`src/nmea_rmc_sentence_parser_unit_defines.svh`:
```
// ----------------------------------------------------------------------------
// NMEA RMC parser assertion macros
// Concurrent check helpers; empty when SYNTHESIS is defined.
// ----------------------------------------------------------------------------
`ifndef NMEA_RMC_SENTENCE_PARSER_UNIT_DEFINES_SVH
`define NMEA_RMC_SENTENCE_PARSER_UNIT_DEFINES_SVH
`ifndef SYNTHESIS
// same-cycle implication
`define NRMC_ASSERT_IMP(lbl, ante, cons) \
    lbl: assert property (@(posedge clk) disable iff (!rst_n) (ante) |-> (cons)) \
        else $error("nmea rmc parser: same-cycle check failed");
// next-cycle implication
`define NRMC_ASSERT_NXT(lbl, ante, cons) \
    lbl: assert property (@(posedge clk) disable iff (!rst_n) (ante) |=> (cons)) \
        else $error("nmea rmc parser: next-cycle check failed");
`else
`define NRMC_ASSERT_IMP(lbl, ante, cons)
`define NRMC_ASSERT_NXT(lbl, ante, cons)
`endif
`endif

```
`src/nmea_rmc_pkg.sv`:
```
// ----------------------------------------------------------------------------
// NMEA RMC parser package
// Shared result type, character codes, limits and fixed-point helpers.
// ----------------------------------------------------------------------------
package nmea_rmc_pkg;

    // result item, first member at the top so hours lands in the low bits
    typedef struct packed {
        logic [4:0]  pad;
        logic [2:0]  fix_mode;
        logic [6:0]  year;
        logic [6:0]  month;
        logic [6:0]  day;
        logic [29:0] speed;
        logic [1:0]  hemispheres;
        logic [30:0] longitude;
        logic [29:0] latitude;
        logic        fix_valid;
        logic [6:0]  seconds;
        logic [6:0]  minutes;
        logic [6:0]  hours;
    } rmc_result_t;

    localparam int RESULT_W = $bits(rmc_result_t);

    typedef enum logic [2:0] {
        MODE_AUTO   = 3'd0,
        MODE_DIFF   = 3'd1,
        MODE_RTK    = 3'd2,
        MODE_FLOAT  = 3'd3,
        MODE_EST    = 3'd4,
        MODE_OTHER  = 3'd5
    } fix_mode_t;

    localparam logic [7:0] CH_DOLLAR = 8'h24;
    localparam logic [7:0] CH_COMMA  = 8'h2C;
    localparam logic [7:0] CH_STAR   = 8'h2A;
    localparam logic [7:0] CH_POINT  = 8'h2E;
    localparam logic [7:0] CH_ZERO   = 8'h30;
    localparam logic [7:0] CH_NINE   = 8'h39;
    localparam logic [7:0] CH_A      = 8'h41;
    localparam logic [7:0] CH_D      = 8'h44;
    localparam logic [7:0] CH_E      = 8'h45;
    localparam logic [7:0] CH_F      = 8'h46;
    localparam logic [7:0] CH_N      = 8'h4E;
    localparam logic [7:0] CH_R      = 8'h52;
    localparam logic [7:0] CH_S      = 8'h53;
    localparam logic [7:0] CH_W      = 8'h57;

    // field numbers within the sentence
    localparam logic [3:0] FLD_TIME   = 4'd1;
    localparam logic [3:0] FLD_STATUS = 4'd2;
    localparam logic [3:0] FLD_LAT    = 4'd3;
    localparam logic [3:0] FLD_NS     = 4'd4;
    localparam logic [3:0] FLD_LON    = 4'd5;
    localparam logic [3:0] FLD_EW     = 4'd6;
    localparam logic [3:0] FLD_SPEED  = 4'd7;
    localparam logic [3:0] FLD_DATE   = 4'd9;
    localparam logic [3:0] FLD_LAST   = 4'd15;

    localparam logic [2:0] POS_FRAC_DIGITS = 3'd5;
    localparam logic [2:0] SPD_FRAC_DIGITS = 3'd3;
    localparam logic [2:0] NUM_DONE        = 3'd7;

    localparam logic [31:0] LAT_MAX = 32'd900000000;
    localparam logic [31:0] LON_MAX = 32'd1800000000;
    localparam logic [31:0] SPD_MAX = 32'd999999999;

    function automatic logic [19:0] pow10(input logic [2:0] k);
        logic [19:0] r;
        case (k)
            3'd0:    r = 20'd1;
            3'd1:    r = 20'd10;
            3'd2:    r = 20'd100;
            3'd3:    r = 20'd1000;
            3'd4:    r = 20'd10000;
            3'd5:    r = 20'd100000;
            3'd6:    r = 20'd1000000;
            default: r = 20'd1;
        endcase
        return r;
    endfunction

endpackage

```
`src/nmea_rmc_num.sv`:
```
// ----------------------------------------------------------------------------
// NMEA RMC number unit
// Saturating decimal accumulate, fraction scaling and per-field clamp.
// ----------------------------------------------------------------------------
module nmea_rmc_num (
    input  logic [31:0] accum,
    input  logic [2:0]  fraction_count,
    input  logic [3:0]  field_index,
    input  logic [3:0]  digit,
    output logic [2:0]  frac_digits,
    output logic [31:0] accum_digit,
    output logic [31:0] accum_scaled,
    output logic [30:0] value
);

    logic [35:0] times_ten;
    logic [2:0]  shift_k;
    logic [51:0] product;
    logic [31:0] cap;
    logic [31:0] pre_clamp;

    assign frac_digits = (field_index == nmea_rmc_pkg::FLD_SPEED) ?
                         nmea_rmc_pkg::SPD_FRAC_DIGITS : nmea_rmc_pkg::POS_FRAC_DIGITS;

    // accum * 10 + digit, saturating at 32 bits
    assign times_ten   = {1'b0, accum, 3'b000} + {3'b000, accum, 1'b0} + {32'd0, digit};
    assign accum_digit = (|times_ten[35:32]) ? 32'hFFFF_FFFF : times_ten[31:0];

    // pad missing fraction digits; saturates exactly when the product overflows
    assign shift_k      = 3'(frac_digits - fraction_count);
    assign product      = accum * nmea_rmc_pkg::pow10(shift_k);
    assign accum_scaled = (|product[51:32]) ? 32'hFFFF_FFFF : product[31:0];

    always_comb
    begin
        case (field_index)
            nmea_rmc_pkg::FLD_LAT: cap = nmea_rmc_pkg::LAT_MAX;
            nmea_rmc_pkg::FLD_LON: cap = nmea_rmc_pkg::LON_MAX;
            default:               cap = nmea_rmc_pkg::SPD_MAX;
        endcase
        if (fraction_count != nmea_rmc_pkg::NUM_DONE && fraction_count <= frac_digits)
        begin
            pre_clamp = accum_scaled;
        end
        else
        begin
            pre_clamp = accum;
        end
        value = (pre_clamp > cap) ? cap[30:0] : pre_clamp[30:0];
    end

endmodule

```
`src/nmea_rmc_core.sv`:
```
// ----------------------------------------------------------------------------
// NMEA RMC parse core
// Sentence and field tracking, field decode and the kept fix values.
// ----------------------------------------------------------------------------
module nmea_rmc_core (
    input  logic                      clk,
    input  logic                      rst_n,
    input  logic                      step,
    input  logic [7:0]                char_c,
    output logic                      emit,
    output nmea_rmc_pkg::rmc_result_t result
);

    logic        in_sentence_reg, in_sentence_next;
    logic [3:0]  field_index_reg, field_index_next;
    logic        seen_point_reg, seen_point_next;
    logic [2:0]  fraction_count_reg, fraction_count_next;
    logic [31:0] number_accum_reg, number_accum_next;
    logic [23:0] pair_digits_reg, pair_digits_next;
    logic [7:0]  first_char_reg, first_char_next;
    logic [20:0] time_reg, time_next;
    logic [29:0] lat_reg, lat_next;
    logic [30:0] lon_reg, lon_next;
    logic [29:0] speed_reg, speed_next;
    logic [20:0] date_reg, date_next;
    logic [1:0]  hemi_reg, hemi_next;
    logic        status_reg, status_next;

    logic        is_digit;
    logic [2:0]  frac_digits;
    logic [31:0] accum_digit;
    logic [31:0] accum_scaled;
    logic [30:0] num_value;
    logic [20:0] pairs;
    logic [2:0]  mode;

    function automatic logic [6:0] pair_val(input logic [7:0] bcd);
        return 7'({3'b000, bcd[7:4]} * 7'd10 + {3'b000, bcd[3:0]});
    endfunction

    function automatic logic [2:0] mode_code(input logic [7:0] c);
        logic [2:0] m;
        case (c)
            nmea_rmc_pkg::CH_A: m = nmea_rmc_pkg::MODE_AUTO;
            nmea_rmc_pkg::CH_D: m = nmea_rmc_pkg::MODE_DIFF;
            nmea_rmc_pkg::CH_R: m = nmea_rmc_pkg::MODE_RTK;
            nmea_rmc_pkg::CH_F: m = nmea_rmc_pkg::MODE_FLOAT;
            nmea_rmc_pkg::CH_E: m = nmea_rmc_pkg::MODE_EST;
            default:            m = nmea_rmc_pkg::MODE_OTHER;
        endcase
        return m;
    endfunction

    assign is_digit = (char_c >= nmea_rmc_pkg::CH_ZERO) && (char_c <= nmea_rmc_pkg::CH_NINE);
    assign pairs    = {pair_val(pair_digits_reg[23:16]), pair_val(pair_digits_reg[15:8]),
                       pair_val(pair_digits_reg[7:0])};
    assign mode     = mode_code(first_char_reg);

    nmea_rmc_num u_num (
        .accum          (number_accum_reg),
        .fraction_count (fraction_count_reg),
        .field_index    (field_index_reg),
        .digit          (char_c[3:0]),      // low nibble of '0'..'9' is the digit
        .frac_digits    (frac_digits),
        .accum_digit    (accum_digit),
        .accum_scaled   (accum_scaled),
        .value          (num_value)
    );

    always_comb
    begin
        in_sentence_next    = in_sentence_reg;
        field_index_next    = field_index_reg;
        seen_point_next     = seen_point_reg;
        fraction_count_next = fraction_count_reg;
        number_accum_next   = number_accum_reg;
        pair_digits_next    = pair_digits_reg;
        first_char_next     = first_char_reg;
        time_next           = time_reg;
        lat_next            = lat_reg;
        lon_next            = lon_reg;
        speed_next          = speed_reg;
        date_next           = date_reg;
        hemi_next           = hemi_reg;
        status_next         = status_reg;
        emit                = 1'b0;

        if (char_c == nmea_rmc_pkg::CH_DOLLAR)
        begin
            in_sentence_next    = 1'b1;
            field_index_next    = 4'd0;
            seen_point_next     = 1'b0;
            fraction_count_next = 3'd0;
            number_accum_next   = 32'd0;
            pair_digits_next    = 24'd0;
            first_char_next     = 8'd0;
        end
        else if (in_sentence_reg &&
                 (char_c == nmea_rmc_pkg::CH_COMMA || char_c == nmea_rmc_pkg::CH_STAR))
        begin
            // close the current field
            case (field_index_reg)
                nmea_rmc_pkg::FLD_TIME:   time_next   = pairs;
                nmea_rmc_pkg::FLD_STATUS: status_next = (first_char_reg == nmea_rmc_pkg::CH_A);
                nmea_rmc_pkg::FLD_LAT:    lat_next    = num_value[29:0];
                nmea_rmc_pkg::FLD_NS:
                begin
                    if (first_char_reg == nmea_rmc_pkg::CH_N)
                    begin
                        hemi_next[0] = 1'b0;
                    end
                    else if (first_char_reg == nmea_rmc_pkg::CH_S)
                    begin
                        hemi_next[0] = 1'b1;
                    end
                end
                nmea_rmc_pkg::FLD_LON:    lon_next    = num_value;
                nmea_rmc_pkg::FLD_EW:
                begin
                    if (first_char_reg == nmea_rmc_pkg::CH_E)
                    begin
                        hemi_next[1] = 1'b0;
                    end
                    else if (first_char_reg == nmea_rmc_pkg::CH_W)
                    begin
                        hemi_next[1] = 1'b1;
                    end
                end
                nmea_rmc_pkg::FLD_SPEED:  speed_next  = num_value[29:0];
                nmea_rmc_pkg::FLD_DATE:   date_next   = pairs;
                default: ;
            endcase
            seen_point_next     = 1'b0;
            fraction_count_next = 3'd0;
            number_accum_next   = 32'd0;
            pair_digits_next    = 24'd0;
            first_char_next     = 8'd0;
            if (field_index_reg != nmea_rmc_pkg::FLD_LAST)
            begin
                field_index_next = field_index_reg + 4'd1;
            end
            if (char_c == nmea_rmc_pkg::CH_STAR)
            begin
                in_sentence_next = 1'b0;
                field_index_next = 4'd0;
                emit             = 1'b1;
            end
        end
        else if (in_sentence_reg)
        begin
            if (first_char_reg == 8'd0)
            begin
                first_char_next = char_c;
            end
            if (field_index_reg == nmea_rmc_pkg::FLD_TIME ||
                field_index_reg == nmea_rmc_pkg::FLD_DATE)
            begin
                // integer part only, as BCD pairs
                if (!seen_point_reg)
                begin
                    if (is_digit)
                    begin
                        pair_digits_next = {pair_digits_reg[19:0], char_c[3:0]};
                    end
                    else
                    begin
                        seen_point_next = 1'b1;
                    end
                end
            end
            else if ((field_index_reg == nmea_rmc_pkg::FLD_LAT ||
                      field_index_reg == nmea_rmc_pkg::FLD_LON ||
                      field_index_reg == nmea_rmc_pkg::FLD_SPEED) &&
                     fraction_count_reg != nmea_rmc_pkg::NUM_DONE)
            begin
                if (is_digit)
                begin
                    if (!seen_point_reg || fraction_count_reg < frac_digits)
                    begin
                        number_accum_next = accum_digit;
                        if (seen_point_reg)
                        begin
                            fraction_count_next = fraction_count_reg + 3'd1;
                        end
                    end
                end
                else if (char_c == nmea_rmc_pkg::CH_POINT && !seen_point_reg)
                begin
                    seen_point_next = 1'b1;
                end
                else
                begin
                    // any other character freezes the number at full scale
                    if (fraction_count_reg <= frac_digits)
                    begin
                        number_accum_next = accum_scaled;
                    end
                    seen_point_next     = 1'b1;
                    fraction_count_next = nmea_rmc_pkg::NUM_DONE;
                end
            end
        end
    end

    always_comb
    begin
        result             = '0;
        result.hours       = time_next[20:14];
        result.minutes     = time_next[13:7];
        result.seconds     = time_next[6:0];
        result.fix_valid   = status_next;
        result.latitude    = lat_next;
        result.longitude   = lon_next;
        result.hemispheres = hemi_next;
        result.speed       = speed_next;
        result.day         = date_next[20:14];
        result.month       = date_next[13:7];
        result.year        = date_next[6:0];
        result.fix_mode    = mode;
    end

    always_ff @(posedge clk or negedge rst_n)
    begin
        if (!rst_n)
        begin
            in_sentence_reg    <= 1'b0;
            field_index_reg    <= 4'd0;
            seen_point_reg     <= 1'b0;
            fraction_count_reg <= 3'd0;
            number_accum_reg   <= 32'd0;
            pair_digits_reg    <= 24'd0;
            first_char_reg     <= 8'd0;
            time_reg           <= 21'd0;
            lat_reg            <= 30'd0;
            lon_reg            <= 31'd0;
            speed_reg          <= 30'd0;
            date_reg           <= 21'd0;
            hemi_reg           <= 2'd0;
            status_reg         <= 1'b0;
        end
        else if (step)
        begin
            in_sentence_reg    <= in_sentence_next;
            field_index_reg    <= field_index_next;
            seen_point_reg     <= seen_point_next;
            fraction_count_reg <= fraction_count_next;
            number_accum_reg   <= number_accum_next;
            pair_digits_reg    <= pair_digits_next;
            first_char_reg     <= first_char_next;
            time_reg           <= time_next;
            lat_reg            <= lat_next;
            lon_reg            <= lon_next;
            speed_reg          <= speed_next;
            date_reg           <= date_next;
            hemi_reg           <= hemi_next;
            status_reg         <= status_next;
        end
    end

endmodule

```
`src/nmea_rmc_obuf.sv`:
```
// ----------------------------------------------------------------------------
// NMEA RMC output register
// Holds one result transaction until the downstream side takes it.
// ----------------------------------------------------------------------------
module nmea_rmc_obuf (
    input  logic                      clk,
    input  logic                      rst_n,
    input  logic                      load,
    input  nmea_rmc_pkg::rmc_result_t load_data,
    output logic                      free,
    output logic                      m_tvalid,
    input  logic                      m_tready,
    output logic [nmea_rmc_pkg::RESULT_W-1:0] m_tdata
);

    logic                      valid_reg, valid_next;
    nmea_rmc_pkg::rmc_result_t data_reg;

    assign free = !valid_reg || m_tready;

    always_comb
    begin
        valid_next = valid_reg;
        if (load)
        begin
            valid_next = 1'b1;
        end
        else if (m_tready)
        begin
            valid_next = 1'b0;
        end
    end

    always_ff @(posedge clk or negedge rst_n)
    begin
        if (!rst_n)
        begin
            valid_reg <= 1'b0;
        end
        else
        begin
            valid_reg <= valid_next;
        end
    end

    always_ff @(posedge clk)
    begin
        if (load)
        begin
            data_reg <= load_data;
        end
    end

    assign m_tvalid = valid_reg;
    assign m_tdata  = data_reg;

endmodule

```
`src/nmea_rmc_sentence_parser_unit.sv`:
```
// ----------------------------------------------------------------------------
// NMEA RMC sentence parser
// Parses an RMC sentence one character per transaction; one fix per '*' that ends a sentence.
// ----------------------------------------------------------------------------
//  channel   dir  tdata fields (low bit up)
//  s_axis    in   char_in[7:0]
//  m_axis    out  hours, minutes, seconds, fix_valid, latitude, longitude,
//                 hemispheres, speed, day, month, year, fix_mode, zero pad
//
// One character per cycle when not stalled: input register, one pass of decode
// logic (the 32x20 fraction scaling multiply sets the path), result register.
// A '*' result passes the input register, then the result register, where it
// waits until taken.
// The input side stalls only while a '*' waits on a full, unread result register.
// Reset clears all sentence state and kept values to zero.
// ----------------------------------------------------------------------------
`include "nmea_rmc_sentence_parser_unit_defines.svh"

module nmea_rmc_sentence_parser_unit (
    input  logic         clk,
    input  logic         rst_n,
    input  logic         s_tvalid,
    output logic         s_tready,
    input  logic [7:0]   s_tdata,   // [7:0] char_in
    output logic         m_tvalid,
    input  logic         m_tready,
    // [6:0] hours, [13:7] minutes, [20:14] seconds, [21] fix_valid,
    // [51:22] latitude, [82:52] longitude, [84:83] hemispheres,
    // [114:85] speed, [121:115] day, [128:122] month, [135:129] year,
    // [138:136] fix_mode, [143:139] zero
    output logic [143:0] m_tdata
);

    logic                      in_valid_reg, in_valid_next;
    logic [7:0]                char_reg;
    logic                      core_emit;
    logic                      emit;
    logic                      out_free;
    logic                      advance;
    logic                      load;
    nmea_rmc_pkg::rmc_result_t core_result;
    nmea_rmc_pkg::rmc_result_t out_view;

    assign emit     = in_valid_reg && core_emit;
    assign advance  = in_valid_reg && (!core_emit || out_free);
    assign load     = advance && emit;
    assign s_tready = !in_valid_reg || advance;

    always_comb
    begin
        in_valid_next = in_valid_reg;
        if (s_tready)
        begin
            in_valid_next = s_tvalid;
        end
    end

    always_ff @(posedge clk or negedge rst_n)
    begin
        if (!rst_n)
        begin
            in_valid_reg <= 1'b0;
        end
        else
        begin
            in_valid_reg <= in_valid_next;
        end
    end

    always_ff @(posedge clk)
    begin
        if (s_tvalid && s_tready)
        begin
            char_reg <= s_tdata;
        end
    end

    nmea_rmc_core u_core (
        .clk    (clk),
        .rst_n  (rst_n),
        .step   (advance),
        .char_c (char_reg),
        .emit   (core_emit),
        .result (core_result)
    );

    nmea_rmc_obuf u_obuf (
        .clk       (clk),
        .rst_n     (rst_n),
        .load      (load),
        .load_data (core_result),
        .free      (out_free),
        .m_tvalid  (m_tvalid),
        .m_tready  (m_tready),
        .m_tdata   (m_tdata)
    );

    assign out_view = m_tdata;

    // a held character only waits behind an unread result
    `NRMC_ASSERT_IMP(a_stall_cause, in_valid_reg && !advance, m_tvalid && !m_tready && core_emit)
    // results stay within their clamps
    `NRMC_ASSERT_IMP(a_clamped, m_tvalid, (out_view.latitude <= nmea_rmc_pkg::LAT_MAX[29:0]) && (out_view.longitude <= nmea_rmc_pkg::LON_MAX[30:0]) && (out_view.speed <= nmea_rmc_pkg::SPD_MAX[29:0]))
    // a loaded result shows up with a legal mode code
    `NRMC_ASSERT_NXT(a_load_shows, load, m_tvalid && (out_view.fix_mode <= nmea_rmc_pkg::MODE_OTHER))

endmodule

```
`config.mk`:
```
export PLATFORM = sky130hd
export DESIGN_NAME = nmea_rmc_sentence_parser_unit
export DESIGN_NICKNAME = d
export VERILOG_FILES = /design/src/nmea_rmc_pkg.sv /design/src/nmea_rmc_num.sv /design/src/nmea_rmc_core.sv /design/src/nmea_rmc_obuf.sv /design/src/nmea_rmc_sentence_parser_unit.sv
export VERILOG_INCLUDE_DIRS = /design/src /design/src/src
export SDC_FILE = /design/constraint.sdc
export NUM_CORES = 2
export LEC_CHECK = 0
export BUFFER_PORTS_ARGS = -buffer_cell sky130_fd_sc_hd__buf_4
export CAP_MARGIN = 25
export CORE_MARGIN = 3
export CORE_UTILIZATION = 60
export DETAILED_ROUTE_END_ITERATION = 10
export GPL_TIMING_DRIVEN = 0
export PLACE_DENSITY = 0.84
export SLEW_MARGIN = 20
export SYNTH_ARGS = -nofsm -noshare
export SYNTH_HDL_FRONTEND = slang
export SYNTH_HIERARCHICAL = 1
export SYNTH_SLANG_ARGS = --single-unit
```
`constraint.sdc`:
```
create_clock -name clk -period 15.25 [get_ports clk]
set_input_delay 3.05 -clock clk [delete_from_list [all_inputs] [get_ports clk]]
set_output_delay 3.05 -clock clk [all_outputs]
set_load 0.005 [all_outputs]
```
After elaboration in Yosys (flattened, before gate mapping)
Index checks and enable logic that the tools add are counted.
- register bits after elaboration: 358
- input port bits: 12
- output and inout port bits: 146
- word-level logic and storage cells: 204
- add/sub/neg operators: 8
- $mul: 4
- $lt $le $gt $ge: 5
- equal/unequal tests: 34
- muxes and demuxes: 82
- reductions and logical operators: 42
- operators with widths (cell ; number):
    $mux W32 ; 12
    $mux W30 ; 6
    $mux W24 ; 6
    $mux W21 ; 6
    $mux W31 ; 4
    $pmux W20 S6 ; 1
    $eq A8 B7 Y1 const B ; 8
    $pmux W31 S2 ; 1
    $mul A32 B20 Y52 ; 1
    $add A35 B33 Y36 ; 1
    $add A36 B4 Y36 ; 1
    $eq A8 B6 Y1 const B ; 4
    $gt A32 B32 Y1 ; 1
    $mux W8 ; 4
    $mux W3 ; 10
    $mux W1 ; 25
    $add A7 B4 Y7 ; 3
    $reduce_or A20 Y1 ; 1
    $mul A4 B3 Y6 const B ; 3
    $reduce_bool A3 Y1 ; 6
    $eq A4 B3 Y1 const B ; 4
    $mux W4 ; 4
    $pmux W3 S5 ; 1
    $reduce_and A7 Y1 ; 2
    29 further kinds ; 60

Logic depth before layout (Yosys ltp)
- depth in word-level cells: 16
- mapped depth: 55
- mapped depth without buffers: 49

By module
Netlist, hierarchy kept.
- modules (own cells, without submodules) (module ; instances ; cells an instance ; area each (um^2) ; seq. area each (um^2)):
    nmea_rmc_num ; 1 ; 2725 ; 23004.6 ; 0.0
    nmea_rmc_core ; 1 ; 986 ; 11394.7 ; 5230.0
    nmea_rmc_obuf ; 1 ; 147 ; 4371.7 ; 4349.2
    nmea_rmc_sentence_parser_unit ; 1 ; 15 ; 319.1 ; 265.3

Worst setup path after synthesis
Ideal clock, no wire load.
- path type: register to register
- from: register u_core.field_index_reg[0]
- to: register u_obuf.data_reg (netlist bit u_obuf/m_tdata[101]) (data pin)
- library setup time: 0.260 ns
- data arrival time: 12.536 ns
- required time: 14.990 ns
- slack: 2.454 ns
- stages on the path, launching flop included: 53
- cells stage by stage: dfrtp_1 -> nor2b_1 -> nand3_1 -> ha_1 -> fa_1 -> clkbuf_1 -> nor3_1 -> clkbuf_1 -> nand2_1 -> inv_1 -> or2_2 -> or2_2 -> fa_1 -> inv_1 -> fa_1 -> fa_1 -> inv_1 -> fa_1 -> [... 17 more ...] -> clkbuf_1 -> a31oi_1 -> ha_1 -> a21o_1 -> a21o_1 -> a21oi_1 -> nor2b_1 -> o21ai_0 -> nand2b_1 -> a21oi_1 -> nor2b_1 -> o21ai_0 -> o31ai_1 -> a31o_2 -> o21bai_4 -> buf_12 -> mux2_4 -> mux2_2
- RTL lines (element ; RTL line ; source):
    start: declaration ; nmea_rmc_core.sv:15 ; logic [3:0] field_index_reg, field_index_next;
    start signal: assignment ; nmea_rmc_core.sv:244 ; field_index_reg <= field_index_next;
    end signal: assignment ; nmea_rmc_obuf.sv:50 ; data_reg <= load_data;
    end: declaration ; nmea_rmc_obuf.sv:17 ; nmea_rmc_pkg::rmc_result_t data_reg;

==> summary.txt <==
Die
  – Core Region: 0.0638 mm2
  – Die W: 261 um
  – I/O Pins: 158
  – Die Ht: 261 um
  – Die area: 0.0682 mm2
  – Core Rows: 92
  – Initial core utilization: 61.3%

Logic synthesis
  – Post-Synthesis Cells: 3873
  – Top-area cell type share of the netlist area: 24.6%
  – Synth Cell Area: 0.0391 mm2
  – Dominant cells by area after synthesis: fa_1, dfrtp_1, edfxtp_1, ha_1, mux2_2
  – Syn avg cell area: 10.1 um2
  – Flops & latches, synth: 363
  – EDFF count, synth: 152
  – Sequential share of the synthesized area: 25.2%
  – Synth async-reset ratio: 58.1%
  – Most frequent cell after synthesis: inv_1
  – Main flop type after synthesis: dfrtp_1
  – Post-synth cell types: 97
  – Yosys top cell by area: fa_1
  – Commonest cells post-synth: inv_1, fa_1, nand2_1
  – Yosys Warn Count: 6

Routing
  – DRT antenna net count: 0
  – Vias/cell: 6.05
  – DRT Pass-1 Iters: 8
  – Iter 0 DRT Violations: 3369
  – DRC: 0
  – Avg WL per Cell: 22.3 um
  – Routed WL: 110000 um
  – Routed vias: 29900

Setup path
  – CP max stage delay: 0.68 ns
  – Crit Path Category: flop to flop
  – Delay-heaviest family, CP: adder cells
  – Worst path slowest cell: fa_1
  – Worst Path Arrival: 15.31 ns
  – CP bufs+invs: 11
  – Worst Path Max Fanout: 10
  – Critical Path RT: 15.53 ns
  – CP most frequent cell: fa_1
  – Setup crit start kind: flop
  – CP Capture Type: flop

Global route
  – Initial antenna violation count: 5
  – Largest net degree at the start of global routing: 96
  – Number of global-route vias before repair: 30800
  – First-pass GRT wire length: 172000 um
  – Tot GR Track Use: 32.7%
  – Grt ovf: 0

Timing
  – Fmax: 0.0666 GHz
  – Endpoints failing hold: 0
  – Final setup fails: 0
  – Rel. slew slack: 30.1%
  – Post-Route Skew: 0.0232 ns
  – Max Slew Vio Count: 0
  – Crit share post-route: 98.5%
  – Fin crit period: 15.02 ns
  – Slew @ Worst Pin: 1.04 ns

Clocking
  – Clock root buffer: clkbuf_16
  – Setup Buffers After CTS: 0
  – CTS tree: done
  – CTS Buf Count: 34
  – Clock latency on the worst-skew pair: 0.55 ns
  – Max clock buf depth: 3
  – Clock transition at path regs: 0.07 ns
  – # H-tree levels: 2
  – Clock sinks: 363
  – # hold bufs at CTS: 0

Power
  – Internal: 2520 uW
  – Psw: 2340 uW
  – Sw frac: 48.2%
  – Reg power frac: 22.6%
  – Logic pwr share: 59.9%
  – Leak: 0.0218 uW
  – Peak supply drop: 101 uV
  – Clk pwr share: 17.4%
  – P per Cell Area: 114 mW/mm2

Placed design
  – PortBufs: 157
  – Routability cong.: 1.02
  – Placed Area: 0.0415 mm2
  – DP Wirelength: 86900 um

Cells and area
  – Register area: 0.00984 mm2
  – Area Growth Syn to Fin: 9.08%
  – # nets final: 4876
  – Layout cell share with drive strength beyond 1: 15.0%
  – Fillers: 4799
  – Final instance area: 0.0426 mm2
  – Multi-input combinational cell area: 0.0261 mm2
  – Max reg flops: 144
  – Post-layout util: 66.9%

Worst hold path
  – Worst Hold Class: flop to flop

Outcome
  – Status: completed

Flow run
  – Max Cap Viol: 0
[area by class of cell]
class | instances | area share (%)
repair buffers | 161 | 3.04
multi-input cells | 2688 | 61.2
plain buffers | 182 | 1.99
well taps | 846 | 2.48
inverters | 644 | 5.67
flip-flops and latches | 363 | 23.1
clock buffers | 47 | 2.32
clock inverters | 15 | 0.252
diodes | 1 | 0.00587
[what timing repair did]
action / CTS / global route
cloned: 0 / 0
endpoints found under the setup margin: 182 / 182
resized for setup: 10 / 39
endpoints found under the hold margin: 0 / 0
pin swaps: 0 / 0
[placed cells by master (no fill, tap or decap), drive strengths merged, types with 29 or more instances in the layout]
cell     instances
a21oi          110
nor2           112
buf            201
o21ai          157
xnor2           43
o2bb2ai         32
and3            39
edfxtp         152
a22oi           34
nand3           41
clkbuf         189
and2           198
dfrtp          211
or2             33
a31oi           35
nand2          425
ha             309
mux2           285
fa             481
nand2b          29
xor2            33
inv            644
[kinds of logic after synthesis]
| kind of cell | after synthesis | share of synthesized area (%) |
|---|---|---|
| other cells | 2 | 0.0192 |
| xor+xnor | 76 | 1.70 |
| compound gates | 522 | 8.76 |
| mux | 293 | 8.85 |
| simple gates | 1001 | 12.7 |
| buf+inv | 826 | 8.27 |
| fa+ha+maj | 790 | 34.5 |
| flops | 363 | 25.2 |
[worst paths after layout]
path | endpoint | start | depth (start not counted) | slack [ns]
hold / removal | u_core/time_reg[13]$_DFFE_PN0P_ | u_core/time_reg[13]$_DFFE_PN0P_ | 2 | 0.49
setup / recovery | u_obuf/m_tdata[45]$_DFFE_PP_ | u_core/field_index_reg[0]$_DFFE_PN0P_ | 51 | 0.23
setup reg to reg | u_obuf/m_tdata[45]$_DFFE_PP_ | u_core/field_index_reg[0]$_DFFE_PN0P_ | 51 | 0.23
hold reg to reg | u_core/time_reg[13]$_DFFE_PN0P_ | u_core/time_reg[13]$_DFFE_PN0P_ | 2 | 0.49
min in group asynchronous | u_core/time_reg[17]$_DFFE_PN0P_ | rst_n | 1 | 2.41
max in group asynchronous | u_core/lat_reg[21]$_DFFE_PN0P_ | rst_n | 2 | 11.99
[metrics by stage]
step | hold slack [ns] | power (uW) | setup TNS (ns) | worst slack [ns] | instances
finish | 0.485 | 4860 | 0 | 0.225 | 4947
global route | 0.506 | 5120 | -0.434 | -0.0476 | 4947
CTS | 0.487 | 4750 | 0 | 0.00936 | 4946
detailed placement | 0.471 | 3870 | -34.09 | -0.324 | 4884
global placement | 0.458 | 3800 | -40.70 | -0.360 | 4880
floorplan | 0.449 | 2990 | 0 | 2.45 | 3877
[metal layers]
layer  global-route usage [%]  wire length [um]  up-vias
met1                     43.6             42200    14800
met3                     6.04             10600      350
met2                     52.6             51400     1681
met4                     14.4              5860        4
li1                         -                 -    13100
met5                        0                40        -
[worst reg2reg max path, delay by kind of cell, from the launching register on]
family / cells / cell delay (ns)
adders and majority gates: 11 / 5.33
buffers and inverters: 11 / 2.16
muxes: 2 / 0.66
DFF: 1 / 0.49
and+or+nand+nor: 12 / 2.62
AOI/OAI and AO/OA: 15 / 3.51
[power by group through the flow]
stage / logic [uW] / clock network, uW / registers [uW]
6_report: 2910 / 847 / 1100
2_1_floorplan: 1910 / 0 / 1080
3_3_place_gp: 2680 / 0 / 1120
3_5_place_dp: 2750 / 0 / 1120
4_1_cts: 2800 / 854 / 1100
5_1_grt: 3120 / 894 / 1100
(Power assumes the default switching activity.)
